<file path="src/rtl/core/delta_rle_id_list_encoder_macros.svh">
// assertion macros used by drle_drain, one of the delta run-length encoder modules
// no dependencies; pulled in by files that carry concurrent checks
`ifndef DELTA_RLE_ID_LIST_ENCODER_MACROS_SVH
`define DELTA_RLE_ID_LIST_ENCODER_MACROS_SVH

// consequent holds in the same cycle as the antecedent
`define DRLE_ASSERT_SAME(label, clk, rst, ante, cons, msg) \
  label: assert property (@(posedge clk) disable iff (rst) (ante) |-> (cons)) \
    else $error(msg);

// consequent holds in the cycle after the antecedent
`define DRLE_ASSERT_NEXT(label, clk, rst, ante, cons, msg) \
  label: assert property (@(posedge clk) disable iff (rst) (ante) |=> (cons)) \
    else $error(msg);

`endif

</file>
<file path="src/rtl/core/drle_pkg.sv">
// shared types and constants for the delta run-length id list encoder
// no dependencies
package drle_pkg;

  localparam int OP_BITS   = 2;
  localparam int IN_BITS   = 31;
  localparam int CODE_BITS = 32;
  localparam int MAX_WORDS = 4;
  localparam int CNT_BITS  = 3;
  localparam int IDX_BITS  = 2;

  localparam logic [OP_BITS-1:0] OP_PUSH  = 2'd0;
  localparam logic [OP_BITS-1:0] OP_RUN   = 2'd1;
  localparam logic [OP_BITS-1:0] OP_FLUSH = 2'd2;

  typedef logic [CODE_BITS-1:0] code_t;

  typedef struct packed {
    code_t code;
    logic  is_end;
    logic  last;
  } word_t;

  // all words caused by one item, word 0 goes out first
  typedef struct packed {
    logic [CNT_BITS-1:0]        cnt;
    word_t [MAX_WORDS-1:0]      w;
  } group_t;

endpackage

</file>
<file path="src/rtl/core/drle_prep.sv">
// input register and run product stage of the encoder
// depends on drle_pkg
module drle_prep #(
  parameter int ID_BITS    = 31,
  parameter int COUNT_BITS = 32
) (
  input  logic                         clk,
  input  logic                         rst,
  input  logic                         in_valid,
  output logic                         in_ready,
  input  logic [drle_pkg::OP_BITS-1:0] operation,
  input  logic [drle_pkg::IN_BITS-1:0] item_id,
  input  logic [drle_pkg::IN_BITS-1:0] run_step,
  input  logic [drle_pkg::IN_BITS-1:0] run_extra,
  output logic                         p_valid,
  input  logic                         p_ready,
  output logic [drle_pkg::OP_BITS-1:0] p_op,
  output logic [ID_BITS-1:0]           p_id,
  output logic [ID_BITS-1:0]           p_step,
  output logic [ID_BITS-1:0]           p_prod,
  output logic [COUNT_BITS-1:0]        p_extra,
  output logic [COUNT_BITS-1:0]        p_extra_p1,
  output logic                         p_extra_nz
);
  import drle_pkg::*;

  logic               v0;
  logic [OP_BITS-1:0] op0;
  logic [ID_BITS-1:0] id0;
  logic [ID_BITS-1:0] step0;
  logic [IN_BITS-1:0] extra0;
  logic               ld1;
  logic [ID_BITS-1:0] prod;

  assign ld1      = v0 && (!p_valid || p_ready);
  // no beat is taken while reset is held
  assign in_ready = !rst && (!v0 || ld1);

  // only the low id bits of step * extra matter, so extra is cut to id width
  assign prod = step0 * extra0[ID_BITS-1:0];

  always_ff @(posedge clk) begin
    if (rst) begin
      v0      <= 1'b0;
      p_valid <= 1'b0;
    end else begin
      if (in_ready) v0 <= in_valid;
      if (ld1) p_valid <= 1'b1;
      else if (p_ready) p_valid <= 1'b0;
    end
  end

  always_ff @(posedge clk) begin
    if (in_valid && in_ready) begin
      op0    <= operation;
      id0    <= ID_BITS'(item_id);
      step0  <= ID_BITS'(run_step);
      extra0 <= run_extra;
    end
    if (ld1) begin
      p_op       <= op0;
      p_id       <= id0;
      p_step     <= step0;
      p_prod     <= prod;
      p_extra    <= COUNT_BITS'(extra0);
      p_extra_p1 <= COUNT_BITS'(extra0) + COUNT_BITS'(1);
      p_extra_nz <= |extra0;
    end
  end

endmodule

</file>
<file path="src/rtl/core/drle_core.sv">
// encoder state and word generation: one item per cycle into a word group while the drain can load one
// depends on drle_pkg
module drle_core #(
  parameter int ID_BITS    = 31,
  parameter int COUNT_BITS = 32
) (
  input  logic                         clk,
  input  logic                         rst,
  input  logic                         p_valid,
  output logic                         p_ready,
  input  logic [drle_pkg::OP_BITS-1:0] p_op,
  input  logic [ID_BITS-1:0]           p_id,
  input  logic [ID_BITS-1:0]           p_step,
  input  logic [ID_BITS-1:0]           p_prod,
  input  logic [COUNT_BITS-1:0]        p_extra,
  input  logic [COUNT_BITS-1:0]        p_extra_p1,
  input  logic                         p_extra_nz,
  output drle_pkg::group_t             grp,
  output logic                         grp_load,
  input  logic                         grp_can_load
);
  import drle_pkg::*;

  logic [ID_BITS-1:0]    prev_id, prev_id_next;
  logic [ID_BITS-1:0]    last_diff, last_diff_next;
  logic [COUNT_BITS-1:0] run_len, run_len_next;
  logic [COUNT_BITS-1:0] elem_count, elem_count_next;

  logic [ID_BITS-1:0]    diff1, ld1;
  logic [COUNT_BITS-1:0] run1;
  logic                  same1, same2, is_push, is_run, is_flush, en_a, en_b, two_push;
  word_t                 c [MAX_WORDS];
  logic [MAX_WORDS-1:0]  en;
  word_t [MAX_WORDS-1:0] w;
  logic [CNT_BITS-1:0]   k;
  logic [IDX_BITS-1:0]   li;

  function automatic code_t diff_word(input logic [ID_BITS-1:0] d);
    return CODE_BITS'({d, 1'b0});
  endfunction

  function automatic code_t run_word(input logic [COUNT_BITS-1:0] r);
    return CODE_BITS'({r, 1'b1});
  endfunction

  assign p_ready  = grp_can_load;
  assign grp_load = p_valid && grp_can_load;

  assign is_run   = (p_op == OP_RUN);
  assign is_push  = (p_op == OP_PUSH) || is_run;
  assign is_flush = (p_op == OP_FLUSH);
  assign two_push = is_run && p_extra_nz;

  // first push against the stored state
  assign diff1 = p_id - prev_id;
  assign same1 = (diff1 == last_diff);
  assign run1  = same1 ? run_len + COUNT_BITS'(1) : COUNT_BITS'(1);
  assign ld1   = same1 ? last_diff : diff1;
  // second push of a run has difference step
  assign same2 = (p_step == ld1);

  assign en_a = is_flush || (is_push && !same1);
  assign en_b = two_push && !same2;

  always_comb begin
    c[0] = '{code: (run_len == COUNT_BITS'(1)) ? diff_word(last_diff) : run_word(run_len),
             is_end: 1'b0, last: 1'b0};
    c[1] = '{code: diff_word(last_diff), is_end: 1'b0, last: 1'b0};
    en[0] = en_a && (run_len != '0);
    en[1] = en_a && (run_len != '0) && (run_len != COUNT_BITS'(1));
    if (is_flush) begin
      c[2]  = '{code: CODE_BITS'(elem_count), is_end: 1'b1, last: 1'b0};
      c[3]  = '{code: '0, is_end: 1'b0, last: 1'b0};
      en[2] = 1'b1;
      en[3] = 1'b0;
    end else begin
      c[2]  = '{code: (run1 == COUNT_BITS'(1)) ? diff_word(ld1) : run_word(run1),
                is_end: 1'b0, last: 1'b0};
      c[3]  = '{code: diff_word(ld1), is_end: 1'b0, last: 1'b0};
      en[2] = en_b && (run1 != '0);
      en[3] = en_b && (run1 != '0) && (run1 != COUNT_BITS'(1));
    end
  end

  // pack the enabled words to the front and tag the final one
  always_comb begin
    w = '0;
    k = '0;
    for (int i = 0; i < MAX_WORDS; i++) begin
      if (en[i]) begin
        w[k[IDX_BITS-1:0]] = c[i];
        k = k + CNT_BITS'(1);
      end
    end
    li = k[IDX_BITS-1:0] - IDX_BITS'(1);
    if (k != '0) w[li].last = 1'b1;
    grp.cnt = k;
    grp.w   = w;
  end

  always_comb begin
    prev_id_next    = prev_id;
    last_diff_next  = last_diff;
    run_len_next    = run_len;
    elem_count_next = elem_count;
    if (is_flush) begin
      run_len_next = '0;
    end else if (two_push) begin
      // id + step * extra is where the run ends
      prev_id_next    = p_id + p_prod;
      last_diff_next  = same2 ? ld1 : p_step;
      run_len_next    = (same2 ? run1 : '0) + p_extra;
      elem_count_next = elem_count + p_extra_p1;
    end else if (is_push) begin
      prev_id_next    = p_id;
      last_diff_next  = ld1;
      run_len_next    = run1;
      elem_count_next = elem_count + COUNT_BITS'(1);
    end
  end

  always_ff @(posedge clk) begin
    if (rst) begin
      prev_id    <= '0;
      last_diff  <= '0;
      run_len    <= '0;
      elem_count <= '0;
    end else if (grp_load) begin
      prev_id    <= prev_id_next;
      last_diff  <= last_diff_next;
      run_len    <= run_len_next;
      elem_count <= elem_count_next;
    end
  end

endmodule

</file>
<file path="src/rtl/core/drle_drain.sv">
// word group buffer and output register, one beat per cycle while the receiver does not stall
// depends on drle_pkg and delta_rle_id_list_encoder_macros.svh
`include "delta_rle_id_list_encoder_macros.svh"

module drle_drain (
  input  logic                clk,
  input  logic                rst,
  input  drle_pkg::group_t    grp,
  input  logic                grp_load,
  output logic                grp_can_load,
  output logic                out_valid,
  input  logic                out_ready,
  output drle_pkg::code_t     code,
  output logic                is_end,
  output logic                last
);
  import drle_pkg::*;

  group_t grp_q;
  logic   take;
  logic   take_last;
  logic   take_more;
  logic   one_left;

  assign take         = (grp_q.cnt != '0) && (!out_valid || out_ready);
  assign grp_can_load = (grp_q.cnt == '0) || ((grp_q.cnt == CNT_BITS'(1)) && take);

  assign take_last = take && grp_q.w[0].last;
  assign take_more = take && !grp_q.w[0].last;
  assign one_left  = (grp_q.cnt == CNT_BITS'(1));

  always_ff @(posedge clk) begin
    if (rst) begin
      grp_q.cnt <= '0;
      out_valid <= 1'b0;
    end else begin
      if (grp_load) grp_q.cnt <= grp.cnt;
      else if (take) grp_q.cnt <= grp_q.cnt - CNT_BITS'(1);
      if (take) out_valid <= 1'b1;
      else if (out_ready) out_valid <= 1'b0;
    end
    if (grp_load) begin
      grp_q.w <= grp.w;
    end else if (take) begin
      for (int i = 0; i < MAX_WORDS - 1; i++) grp_q.w[i] <= grp_q.w[i+1];
    end
    if (take) begin
      code   <= grp_q.w[0].code;
      is_end <= grp_q.w[0].is_end;
      last   <= grp_q.w[0].last;
    end
  end

  `DRLE_ASSERT_SAME(a_last_ends_group, clk, rst, take_last, one_left, "last beat with words left")
  `DRLE_ASSERT_NEXT(a_group_continues, clk, rst, take_more, grp_q.cnt != '0, "emptied early")
  `DRLE_ASSERT_SAME(a_end_is_last, clk, rst, out_valid && is_end, last, "end beat without last")

endmodule

</file>
<file path="src/rtl/core/delta_rle_id_list_encoder.sv">
// Delta run-length encoder for ascending id lists.
// Input channel in_valid/in_ready carries operation, item_id, run_step,
// run_extra; output channel out_valid/out_ready carries code, is_end, last.
// Operation push adds one id, run adds an arithmetic run of 1 + run_extra
// ids, flush emits the pending run and an end word with the element count.
// An item makes zero to four output beats; last marks the final beat of
// an item.
// The first beat of an item passes the input register, the product
// register, the word group and the output register in that order.
// Throughput: one item per cycle while items make at most one beat and
// the receiver does not stall; an item making more beats holds the
// word group buffer until all of them are out through the single output
// register, which sets the rate for such items.
// Reset clears the stored previous id, difference, run length and count
// and empties every stage; in_ready is low while reset is held. When the
// receiver stalls the output register holds its beat, the word group
// fills, and in_ready drops once the input and product registers are also
// full; nothing is lost.
// depends on drle_pkg, drle_prep, drle_core, drle_drain
module delta_rle_id_list_encoder #(
  parameter int ID_BITS    = 31,
  parameter int COUNT_BITS = 32
) (
  input  logic                           clk,
  input  logic                           rst,
  input  logic                           in_valid,
  output logic                           in_ready,
  input  logic [drle_pkg::OP_BITS-1:0]   operation,
  input  logic [drle_pkg::IN_BITS-1:0]   item_id,
  input  logic [drle_pkg::IN_BITS-1:0]   run_step,
  input  logic [drle_pkg::IN_BITS-1:0]   run_extra,
  output logic                           out_valid,
  input  logic                           out_ready,
  output logic [drle_pkg::CODE_BITS-1:0] code,
  output logic                           is_end,
  output logic                           last
);
  import drle_pkg::*;

  logic                  p_valid, p_ready, p_extra_nz;
  logic [OP_BITS-1:0]    p_op;
  logic [ID_BITS-1:0]    p_id, p_step, p_prod;
  logic [COUNT_BITS-1:0] p_extra, p_extra_p1;
  group_t                grp;
  logic                  grp_load, grp_can_load;

  drle_prep #(.ID_BITS(ID_BITS), .COUNT_BITS(COUNT_BITS)) u_prep (
    .clk        (clk),
    .rst        (rst),
    .in_valid   (in_valid),
    .in_ready   (in_ready),
    .operation  (operation),
    .item_id    (item_id),
    .run_step   (run_step),
    .run_extra  (run_extra),
    .p_valid    (p_valid),
    .p_ready    (p_ready),
    .p_op       (p_op),
    .p_id       (p_id),
    .p_step     (p_step),
    .p_prod     (p_prod),
    .p_extra    (p_extra),
    .p_extra_p1 (p_extra_p1),
    .p_extra_nz (p_extra_nz)
  );

  drle_core #(.ID_BITS(ID_BITS), .COUNT_BITS(COUNT_BITS)) u_core (
    .clk          (clk),
    .rst          (rst),
    .p_valid      (p_valid),
    .p_ready      (p_ready),
    .p_op         (p_op),
    .p_id         (p_id),
    .p_step       (p_step),
    .p_prod       (p_prod),
    .p_extra      (p_extra),
    .p_extra_p1   (p_extra_p1),
    .p_extra_nz   (p_extra_nz),
    .grp          (grp),
    .grp_load     (grp_load),
    .grp_can_load (grp_can_load)
  );

  drle_drain u_drain (
    .clk          (clk),
    .rst          (rst),
    .grp          (grp),
    .grp_load     (grp_load),
    .grp_can_load (grp_can_load),
    .out_valid    (out_valid),
    .out_ready    (out_ready),
    .code         (code),
    .is_end       (is_end),
    .last         (last)
  );

endmodule

</file>
<file path="config.mk">
export PLATFORM = sky130hd
export DESIGN_NAME = delta_rle_id_list_encoder
export DESIGN_NICKNAME = d
export VERILOG_FILES = /design/src/rtl/core/drle_pkg.sv /design/src/rtl/core/drle_prep.sv /design/src/rtl/core/drle_core.sv /design/src/rtl/core/drle_drain.sv /design/src/rtl/core/delta_rle_id_list_encoder.sv
export VERILOG_INCLUDE_DIRS = /design/src /design/src/rtl/core
export SDC_FILE = /design/constraint.sdc
export NUM_CORES = 2
export LEC_CHECK = 0
export ABC_AREA = 1
export BUFFER_PORTS_ARGS = -buffer_cell sky130_fd_sc_hd__buf_2
export CAP_MARGIN = 20
export CORE_UTILIZATION = 60
export CTS_CLUSTER_DIAMETER = 50
export DETAILED_ROUTE_END_ITERATION = 16
export PLACE_DENSITY = 0.77
export SLEW_MARGIN = 30
export SYNTH_ARGS = -nofsm -noshare
export SYNTH_HDL_FRONTEND = slang
export SYNTH_SLANG_ARGS = --single-unit
</file>
<file path="constraint.sdc">
create_clock -name clk -period 8 [get_ports clk]
set_input_delay 0.4 -clock clk [delete_from_list [all_inputs] [get_ports clk]]
set_output_delay 0.4 -clock clk [all_outputs]
set_load 0.03 [all_outputs]
</file>
# Word-level counts from Yosys, hierarchy flattened
# Cells that the tools add are included.
[word_totals]
inputBits = 99
register_bits = 556
[op_classes]
eq_ne = 9
order_cmp = 8
n_mul = 1
reduce_logical = 43
n_addsub = 12
n_bitwise = 1
n_mux = 46
[ops]
columns = ["cell", "n"]
rows = [
  ["136-bit bitwise mux", 4],
  ["136-bit two-way mux", 4],
  ["32-bit two-way mux", 9],
  ["34-bit demux with 2-bit select", 4],
  ["102-bit two-way mux", 2],
  ["31-bit two-way mux", 6],
  ["34-bit two-way mux", 4],
  ["68-bit two-way mux", 1],
  ["32-bit by 1-bit adder with 32-bit output, second input constant", 2],
  ["32-bit by 1-bit equality test with 1-bit output, second input constant", 2],
  ["32-bit by 1-bit inequality test with 1-bit output, second input constant", 2],
  ["32-bit nonzero test", 2],
  ["31-bit equality test", 2],
  ["31-bit by 1-bit adder with 32-bit output, second input constant", 1],
  ["32-bit by 31-bit adder with 32-bit output", 1],
  ["32-bit adder", 1],
  ["31-bit adder", 1],
  ["31-bit by 31-bit multiplier with 31-bit output", 1],
  ["31-bit OR reduction", 1],
  ["31-bit subtractor", 1],
  ["1-bit logical AND", 17],
  ["3-bit two-way mux", 5],
  ["2-bit by 3-bit less-than comparator with 1-bit output, second input constant", 3],
  ["3-bit nonzero test", 3],
  ["20 further kinds", 41],
]

# Logic depth before layout (Yosys ltp)
[logic_depth]
depth_word = 21
ltp_mapped = 43
depth_no_buf = 42

# Hierarchy
# A second synthesis with hierarchy kept.
[unflattened]
hier_cells = 6523
hier_area_um2 = 49620.1
[modules_own_cells]
columns = ["mod", "cells_each", "n_inst", "area_each_um2", "seq_area_each_um2"]
rows = [
  ["drle_prep", 2407, 1, 23749.0, 7667.4],
  ["drle_core", 3574, 1, 19209.7, 2522.4],
  ["drle_drain", 542, 1, 6661.4, 5185.0],
]

# Worst setup path before layout
# No wires, ideal clock.
[synth_timing]
path_type = "flip-flop to flip-flop"
from = "reg u_prep.extra0[4]"
to = "reg u_prep.p_prod[28], data pin"
arrival_ns = 6.722
path_stages_with_launch = 24
setup_slack_ns = 1.015
cell_sequence = "edfxtp_1 buf_1 buf_1 nand2_1 fa_1 inv_1 fa_1 fa_1 fa_1 fa_1 inv_1 fa_1 fa_1 fa_1 inv_1 ha_1 nand2_1 o21ai_0 a21oi_1 o21ai_0 a21oi_1 o21ai_0 a31oi_1 xor2_1"
[synth_via]
elab_chain_len = 1
[synth_lines]
columns = ["element", "line_no", "source"]
rows = [
  ["start: declaration", "drle_prep.sv:31", "logic [IN_BITS-1:0] extra0;"],
  ["start signal: assignment", "drle_prep.sv:58", "extra0 <= run_extra;"],
  ["31-bit by 31-bit multiplier with 31-bit output", "drle_prep.sv:40", "assign prod = step0 * extra0[ID_BITS-1:0];"],
  ["net u_prep.prod[28]", "drle_prep.sv:33", "logic [ID_BITS-1:0] prod;"],
  ["end signal: assignment", "drle_prep.sv:64", "p_prod <= prod;"],
  ["end: declaration", "drle_prep.sv:20", "output logic [ID_BITS-1:0] p_prod,"],
]
# The timed path passes the listed nets, and every way through them passes these cells.
# A chain may end at the register's enable or synchronous reset.

# Final worst setup path
[layout_timing]
from = "reg u_prep.extra0[4]"
to = "reg u_prep.p_prod[29], data pin"
# Same word-level chain as after synthesis.

==> reports/qor.txt <==
========================================================================================
Via/cell ratio                                                                     5.786
Met3 demand-to-capacity share in global routing                                  0.07556
Number of nets still failing antenna checks after routing                              0
Final setup skew                                                                44.51 ps
Maximum count of clock buffers along a single path                                     3
Crit. End Element                                                              flip-flop
Initial Utilization                                                               0.6062
Total track usage                                                                 0.4028
Setup repair after global routing missed its margin                                false
Gr busiest metal                                                                    met2
Met1 capacity usage during global routing                                         0.5435
Total clock buffers created by CTS                                                    81
Crit path largest cell delay                                                      780 ps
Die ar.                                                                        82390 um2
Clock latency on the worst-skew pair                                              680 ps
Classification of the worst setup path                                           reg2reg
Static Leak                                                                     26.71 nW
Post-detailed-route wirelength per cell                                         21.91 um
Critical Path Source Type                                                      flip-flop
Final sum of negative setup slack                                                   0 ps
Proportion of layout cells with a drive suffix above 1                           0.06795
Async S/R FF share, synth                                                              0
Logic depth of the worst setup path including buffers                                 30
Reg-to-reg critical path startpoint                                         u_prep.extra0[4]$_DFFE_PP_
Count of flip-flops with a built-in enable after synthesis                           424
Arrival time of data at the critical path endpoint                               7770 ps
Endpoint of the lowest-slack register-to-register path                      u_prep.p_prod[29]$_DFFE_PP_
Total wire length                                                               164.6 mm
Number of port buffers                                                               134
VDD IR-drop max                                                                 2.871 mV
Number of filler cells placed in the layout                                         6623
Via count of the first global-routing pass                                         41770
Critical path startpoint                                                    u_prep.extra0[4]$_DFFE_PP_
Max-slew violation count                                                               0
Buffers plus inverters on the worst setup path                                         7
Number of distinct library cells after synthesis                                      63
Post-Place Setup Slack                                                          702.5 ps
Synthesis-stage register bit count                                                   556
Final net count                                                                     7115
Hold Path Class                                                                   in2reg
Core region area                                                               80420 um2
Top fanout value on the critical path                                                 18
Portion of the post-synthesis area used by sequential elements                    0.3154
Number of remaining DRC errors                                                         0
Overall overflow remaining after global route                                          0
Pin count of the biggest net entering global routing                                  89
Hold Path Depth                                                                        3
Yosys warning count                                                                    0
Worst slew margin relative to its limit                                           0.3217
Required time of the worst setup path                                            8400 ps
Clock net sink count                                                                 556
TritonCTS clock tree                                                               built
Summed instance area of the synthesized netlist                                48750 um2
Post-CTS setup buffers                                                                 0
Vertical extent of the die                                                      287.0 um
Worst-Margin Slew                                                                1017 ps
Worst path slowest cell                                                         edfxtp_1
Worst min-delay path startpoint                                                 in_valid
Met2 capacity usage during global routing                                         0.6044
Clk pin slew, worst setup/hold paths                                               50 ps
Width of the chip                                                               287.0 um
Multi-input combinational cell area                                            27880 um2
Post-Synthesis Cells                                                                6239
Root Driver                                                                    clkbuf_16
Portion of the clock cycle consumed by the worst path in the final layout         0.9212
First-pass GRT wire length                                                      248.7 mm
Mean instance size in the synthesized netlist                                  7.813 um2
Number of violations reported at the end of detailed-routing iteration 0            5306
Setup slack on the worst flop-to-flop path                                        630 ps
Final setup viols                                                                      0
Std cell rows                                                                        104
R2R cell count                                                                        30
I/O pins                                                                             135
Maximum clock frequency                                                        135.7 MHz
Antenna violations before repair                                                      11
Top cell family by delay on the critical path                                adder cells
HPWL reported at the end of detailed placement                                  125.7 mm
# Max-Cap Violations                                                                   0
Number of vias after detailed routing                                              43460
Final Hold Viols                                                                       0
First-pass detailed-route iteration total                                             10
Synth-to-layout area growth                                                       10.95%
Ys flop type                                                                    edfxtp_1
Hold buffer count at cts                                                              95
Slack of the critical path                                                      630.1 ps
Routability-driven placement congestion ratio                                      1.071
Result of the run                                                           complete, no violations
Storage element area                                                           15370 um2
Destination of the worst hold path                                          u_prep.v0$_SDFFE_PP0P_
Time the worst path needs with I/O delays and setup                              7370 ps
Total number of H-tree levels                                                          3
Power per standard cell area                                                440.6 nW/um2
Number of instances resized during post-cts repair                                     0
========================================================================================
[area by class of cell]
class	count	area share
diodes	5	0.0002313
clock buffers	104	0.04048
clock inverters	46	0.009068
inverters	1181	0.08228
multi-input cells	4238	0.5155
flip-flops and latches	556	0.2843
well taps	1060	0.02452
repair buffers	321	0.04365
[worst max-delay path by stage]
stage / end / slack (ps)
after detailed placement: u_prep.p_prod[30]$_DFFE_PP_ / 700
after global placement: u_prep.p_prod[30]$_DFFE_PP_ / 770
final: u_prep.p_prod[29]$_DFFE_PP_ / 630
after CTS: u_prep.p_prod[30]$_DFFE_PP_ / 640
after global routing: u_prep.p_prod[30]$_DFFE_PP_ / 180
after floorplan: u_prep.p_prod[28]$_DFFE_PP_ / 1010
[cells by family after synthesis]
family,after synthesis,synth area share
flops,556,0.3154
simple gates,2643,0.2227
fa+ha+maj,637,0.2226
xor+xnor,226,0.04060
compound gates,730,0.08460
buf+inv,1446,0.1140
other cells,1,0.00007693
[report_power, final]
| group | switching, W | internal, W |
|---|---|---|
| clock network | 0.00147 | 0.00211 |
| logic | 0.00976 | 0.00549 |
| registers | 0.000388 | 0.00460 |
| total | 0.0116 | 0.0122 |
[sequential cells by signal, indices dropped and copies added, names as in the netlist, 32 cells and up]
signal	count
u_core.run_len	32
u_core.elem_count	32
u_prep.p_extra_p1	32
u_drain.code	32
u_drain.grp_q	139
[metal layers]
metal / vias to the layer above / wire [um]
met2: 2607 / 70700
met1: 20430 / 64020
met5: - / 107
li1: 19900 / -
met4: 10 / 11590
met3: 524 / 18160
[cell usage after synthesis (86+ instances only)]
master | instances | area [um2]
edfxtp_1 | 424 | 12730
xor2_1 | 140 | 1226
inv_1 | 1161 | 4358
dfxtp_1 | 132 | 2643
clkbuf_1 | 188 | 705.7
o21ai_0 | 181 | 905.9
fa_1 | 384 | 7687
nor2_1 | 341 | 1280
ha_1 | 253 | 3166
nand3_1 | 329 | 1647
a21oi_1 | 353 | 1767
nand2_1 | 1780 | 6681
xnor2_1 | 86 | 753.2
[layout by cell type, fill, tap and decap left out, types with 21 or more instances in the layout]
cell	netlist	final
xor2_1	140	140
nand2_2	21	22
nand2_1	1780	1776
o211ai_1	28	28
nor3_1	47	47
dfxtp_1	132	132
ha_1	253	253
fa_1	384	384
clkbuf_16	0	83
nor4_1	21	21
o21bai_1	23	23
nand3_1	329	329
edfxtp_1	424	424
inv_1	1161	1158
nor2_1	341	336
o21ai_0	181	180
a21oi_1	353	353
o21ai_1	23	24
nand4_1	58	58
dlygate4sd3_1	0	95
buf_2	27	133
xnor2_1	86	86
buf_4	9	86
a22oi_1	31	31
[worst min-delay path: stages]
cell and delay (ps):
buf_2 80, inv_1 60, a21oi_1 140
[metrics by stage]
stage          utilization  cell area [um2]  cells  power (W)  hold slack (ps)
2_1_floorplan            -            48750   6240    0.01533            400.3
3_3_place_gp        0.6258            50330   7254    0.01978            400.2
3_5_place_dp        0.6266            50390   7258    0.02012            404.5
4_1_cts             0.6718            54020   7503    0.02387            63.13
5_1_grt             0.6725            54080   7508    0.02567            84.41
6_report            0.6726            54090   7511    0.02383            77.37
No activity file was read; power rests on OpenSTA's default activity.
